File: config.mk
export PLATFORM = sky130hd
export DESIGN_NAME = sha_front
export DESIGN_NICKNAME = d
export VERILOG_FILES = /design/src/design/sha_pkg.sv /design/src/design/sha_front.sv
export SDC_FILE = /design/constraint.sdc
export NUM_CORES = 1
export LEC_CHECK = 0
export ABC_CLOCK_PERIOD_IN_PS = 6100
export BUFFER_PORTS_ARGS = -buffer_cell sky130_fd_sc_hd__buf_2
export CAP_MARGIN = 20
export CELL_PAD_IN_SITES_DETAIL_PLACEMENT = 1
export CELL_PAD_IN_SITES_GLOBAL_PLACEMENT = 2
export CORE_ASPECT_RATIO = 0.6
export CORE_MARGIN = 5
export CORE_UTILIZATION = 25
export CTS_BUF_LIST = sky130_fd_sc_hd__clkbuf_16
export CTS_CLUSTER_SIZE = 25
export DETAILED_ROUTE_END_ITERATION = 8
export PLACE_DENSITY_LB_ADDON = 0.15
export SETUP_SLACK_MARGIN = 0.05
export SKIP_LAST_GASP = 1
export SYNTH_ARGS = -nofsm -noshare
export SYNTH_HDL_FRONTEND = slang
export SYNTH_SLANG_ARGS = --single-unit
File: constraint.sdc
create_clock -name clk -period 6.1 [get_ports clk]
set_clock_uncertainty 0.1 [all_clocks]
set_input_delay 1.22 -clock clk [delete_from_list [all_inputs] [get_ports clk]]
set_output_delay 1.22 -clock clk [all_outputs]
set_load 0.1 [all_outputs]
File: src/design/sha_pkg.sv
// Package: SHA-256 constants, round functions and shared item types.
package sha_pkg;

	localparam int LenBitsDefault = 61;
	localparam int QueueDepthDefault = 4;

	typedef struct packed {
		logic [31:0] data_word;
		logic [2:0]  byte_count;
		logic        last;
	} in_item_t;

	typedef struct packed {
		logic [31:0] digest_word;
		logic [2:0]  word_index;
		logic        last_word;
	} out_item_t;

	// Front-to-back command: the classified item.
	typedef struct packed {
		logic [31:0] data;
		logic [2:0]  count;
		logic        last;
	} cmd_t;

	localparam logic [31:0] InitWords [8] = '{
		32'h6a09e667, 32'hbb67ae85, 32'h3c6ef372, 32'ha54ff53a,
		32'h510e527f, 32'h9b05688c, 32'h1f83d9ab, 32'h5be0cd19
	};

	localparam logic [31:0] RoundK [64] = '{
		32'h428a2f98, 32'h71374491, 32'hb5c0fbcf, 32'he9b5dba5,
		32'h3956c25b, 32'h59f111f1, 32'h923f82a4, 32'hab1c5ed5,
		32'hd807aa98, 32'h12835b01, 32'h243185be, 32'h550c7dc3,
		32'h72be5d74, 32'h80deb1fe, 32'h9bdc06a7, 32'hc19bf174,
		32'he49b69c1, 32'hefbe4786, 32'h0fc19dc6, 32'h240ca1cc,
		32'h2de92c6f, 32'h4a7484aa, 32'h5cb0a9dc, 32'h76f988da,
		32'h983e5152, 32'ha831c66d, 32'hb00327c8, 32'hbf597fc7,
		32'hc6e00bf3, 32'hd5a79147, 32'h06ca6351, 32'h14292967,
		32'h27b70a85, 32'h2e1b2138, 32'h4d2c6dfc, 32'h53380d13,
		32'h650a7354, 32'h766a0abb, 32'h81c2c92e, 32'h92722c85,
		32'ha2bfe8a1, 32'ha81a664b, 32'hc24b8b70, 32'hc76c51a3,
		32'hd192e819, 32'hd6990624, 32'hf40e3585, 32'h106aa070,
		32'h19a4c116, 32'h1e376c08, 32'h2748774c, 32'h34b0bcb5,
		32'h391c0cb3, 32'h4ed8aa4a, 32'h5b9cca4f, 32'h682e6ff3,
		32'h748f82ee, 32'h78a5636f, 32'h84c87814, 32'h8cc70208,
		32'h90befffa, 32'ha4506ceb, 32'hbef9a3f7, 32'hc67178f2
	};

	function automatic logic [31:0] rotr(input logic [31:0] x, input int n);
		rotr = (x >> n) | (x << (32 - n));
	endfunction

	function automatic logic [31:0] sig0(input logic [31:0] x);
		sig0 = rotr(x, 7) ^ rotr(x, 18) ^ (x >> 3);
	endfunction

	function automatic logic [31:0] sig1(input logic [31:0] x);
		sig1 = rotr(x, 17) ^ rotr(x, 19) ^ (x >> 10);
	endfunction

	function automatic logic [31:0] bsig0(input logic [31:0] x);
		bsig0 = rotr(x, 2) ^ rotr(x, 13) ^ rotr(x, 22);
	endfunction

	function automatic logic [31:0] bsig1(input logic [31:0] x);
		bsig1 = rotr(x, 6) ^ rotr(x, 11) ^ rotr(x, 25);
	endfunction

endpackage

File: src/design/sha_front.sv
// Front end: accept items, clamp the byte count, queue them for the engine.
module sha_front #(
	parameter int QUEUE_DEPTH = sha_pkg::QueueDepthDefault
) (
	input  logic             clk,
	input  logic             arst_n,
	input  logic             in_valid,
	output logic             in_stall,
	input  sha_pkg::in_item_t in_item,
	output logic             cmd_valid,
	input  logic             cmd_take,
	output sha_pkg::cmd_t    cmd
);
	localparam int AW = (QUEUE_DEPTH > 1) ? $clog2(QUEUE_DEPTH) : 1;

	sha_pkg::cmd_t     slot_q [QUEUE_DEPTH];
	logic [AW-1:0]     wr_q, rd_q;
	logic [AW:0]       fill_q;
	logic              push, pop;
	sha_pkg::cmd_t     cls;

	always_comb begin
		cls.data  = in_item.data_word;
		cls.count = (in_item.byte_count > 3'd4) ? 3'd4 : in_item.byte_count;
		cls.last  = in_item.last;
	end

	assign in_stall  = (fill_q == (AW+1)'(QUEUE_DEPTH));
	assign push      = in_valid && !in_stall;
	assign cmd_valid = (fill_q != '0);
	assign pop       = cmd_valid && cmd_take;
	assign cmd       = slot_q[rd_q];

	always_ff @(posedge clk) begin
		if (push) begin
			slot_q[wr_q] <= cls;
		end
	end

	always_ff @(posedge clk or negedge arst_n) begin
		if (!arst_n) begin
			wr_q   <= '0;
			rd_q   <= '0;
			fill_q <= '0;
		end else begin
			if (push) begin
				wr_q <= (wr_q == AW'(QUEUE_DEPTH - 1)) ? '0 : wr_q + 1'b1;
			end
			if (pop) begin
				rd_q <= (rd_q == AW'(QUEUE_DEPTH - 1)) ? '0 : rd_q + 1'b1;
			end
			fill_q <= fill_q + (AW+1)'(push) - (AW+1)'(pop);
		end
	end
endmodule

==> results.md <==
- Final TNS setup: 0 ns
- Gr busiest metal: met2
- Cells on worst reg2reg path: 9
- Synth top area cells: edfxtp_1, mux4_2, dfrtp_1
- First-pass GRT wire length: 19.0 mm
- Core ar.: 0.0222 mm²
- Number of global-route vias before repair: 3,080
- Die Ht: 127 µm
- Post-CTS Setup Bufs: 0
- Cell taking the most area after synthesis: edfxtp_1
- Final Max Slew Viols: 0
- Die Width: 205 µm
- Post-Synthesis Cells: 233
- DP HPWL: 7.62 mm
- Cell variety after synth: 26
- Final Critical Period: 4.02 ns
- Worst path required time: 4.78 ns
- FF-to-FF setup slack: 3.55 ns
- Antenna Nets Post-Route: 0
- WL final: 12.6 mm
- Placed Area: 0.00644 mm²
- Top cell type's share of synthesized area: 75.8%
- Port bufs: 77
- Synthesized flop and latch total: 151
- Worst Hold End: fill_q[2]
- Vias after detailed routing: 2,641
- Synthesized net count: 281
- GRT overflow: 0
- CTS tree: built
- Worst r2r src: fill_q[1]
- Synth warnings: 0
- RSZ-0062 raised after global routing: false
- Maximum fanout along the worst path: 25
- Met3 usage: 4.53%
- HP Class: flop to flop
- WL/cell: 19.5 µm
- Sequential cell area fraction in the yosys report: 78.9%
- M1 GR Usage: 12.9%
- Ys async rst share: 4.64%
- Gpl congestion: 0.670
- Post_cts resized: 0
- CTS Hold Buffers Added: 0
- Post-synth EDFFs: 144
- Maxcap violations: 0
- Max-slew headroom: 39.2%
- Clock transition at path regs: 0.06 ns
- Top_reg_cell synth: edfxtp_1
- Final setup viols: 0
- CTS Sinks: 151
- Initial Util: 25.7%
- Hold Violations, Final: 0
- Ports: 78
- CTS Buffer Depth: 2
- Vias/cell: 4.09
- Initial antenna violation count: 3
- # rows: 42
- Status: complete, no violations
- Met2 Usage GRT: 15.7%
- DRT Pass-1 Iters: 4
- Die ar.: 0.0260 mm²
- Root Driver: clkbuf_16
- Area Growth Syn to Fin: 22.8%
- Fin area: 0.00701 mm²
- Nets@finish: 374
- Fmax: 248 MHz
- Largest net degree at the start of global routing: 39
- Hold path depth: 1
- RR Endpoint: fill_q[2]
- Synth Cell Area: 0.00570 mm²
- Final core utilization: 31.5%
- Hold Crit Start: fill_q[2]
- Fin crit share: 66.0%
- Avg Inst Size Synth: 24.5 µm²
- CTS H-tree lvls: 4
- Drt first-iter violations: 91
- GRT Total Usage: 10.1%
- Crit end category: output port
- Num CTS Buffers: 17
- Critical Path AT: 2.70 ns
- Layout cells sized above 1: 45.7%
- DRC viols: 0
- Startpoint types: flop
- Critical path class: flop to output port
- Clock latency on the worst-skew pair: 0.42 ns
- # diodes: 0
- Worst slew pin tran: 0.912 ns
through the flow:
stage | worst slack [ns] | instances | hold WS, ns
after global placement | 2.39 | 614 | 0.475
after CTS | 1.89 | 644 | 0.479
after detailed placement | 2.35 | 614 | 0.461
after floorplan | 2.75 | 233 | 0.402
after global routing | 1.82 | 645 | 0.494
final | 2.08 | 645 | 0.477
sequential cells by signal (all words and copies together) (netlist names):
register,cells
slot_q,144
wr_q,2
rd_q,2
fill_q,3
worst max-delay path, cell delays in order, from the launching register on:
cell and delay [ns]:
dfrtp_2 0.95, buf_4 0.44, mux4_2 0.57, buf_2 0.31
placed cells by master, fill, tap and decap left out, types with 2 or more instances in the layout:
cell type   count
ha_1            7
dfrtp_1         5
clkinvlp_4      2
mux2_2          2
and3b_2         4
dfrtp_2         2
clkbuf_16      17
edfxtp_1      144
buf_2          77
bufinv_16       2
clkinv_2        3
xnor2_1         2
clkinv_1        3
o211ai_1        2
mux4_2         36
nand2b_1        3
nor2b_1         2
buf_4           5
inv_1           8
metal layers:
layer | share of wire (%) | vias up | wire (µm)
li1 | - | 1160 | -
met1 | 46 | 1406 | 5820
met2 | 47 | 54 | 5880
met3 | 5.5 | 15 | 689
met4 | 1.0 | 6 | 128
met5 | 0.43 | - | 54
worst max path at each step:
stage,cells after the start,from,to,slack [ns]
2_1_floorplan,9,fill_q[1],fill_q[2],2.75
3_3_place_gp,3,rd_q[0],cmd[14],2.39
3_5_place_dp,3,rd_q[0],cmd[14],2.35
4_1_cts,3,rd_q[0],cmd[1],1.89
5_1_grt,3,rd_q[0],cmd[1],1.82
6_report,3,rd_q[0],cmd[14],2.08
area by class of cell:
class,count,area [µm²]
clock inverter,13,118
tap,308,385
timing repair buffer,83,443
fill,2241,15200
sequential,151,4500
clock buffer,17,425
multi-input combinational,67,1110
inverter,6,22.5
synth_stat cells (2+ instances only):
library cell  count
and3b_1           4
xnor2_1           2
edfxtp_1        144
buf_2             4
mux4_2           36
nor2b_1           2
inv_1             6
o211ai_1          2
dfrtp_1           7
ha_1              7
mux2_2            2
nand2b_1          3
cells by family (layout without fill, tap and decap cells):
group           Yosys count  in the layout  synth area share, %
flops                   151            151                 78.9
compound gates            3              3                0.395
xor+xnor                  2              2                0.307
buf+inv                  15            119                 1.75
mux                      38             38                 14.6
simple gates             16             16                 2.17
fa+ha+maj                 8              8                 1.89
Power is not shown: default switching activity piles up to over one toggle a cycle in this logic, so the estimate is an artifact.
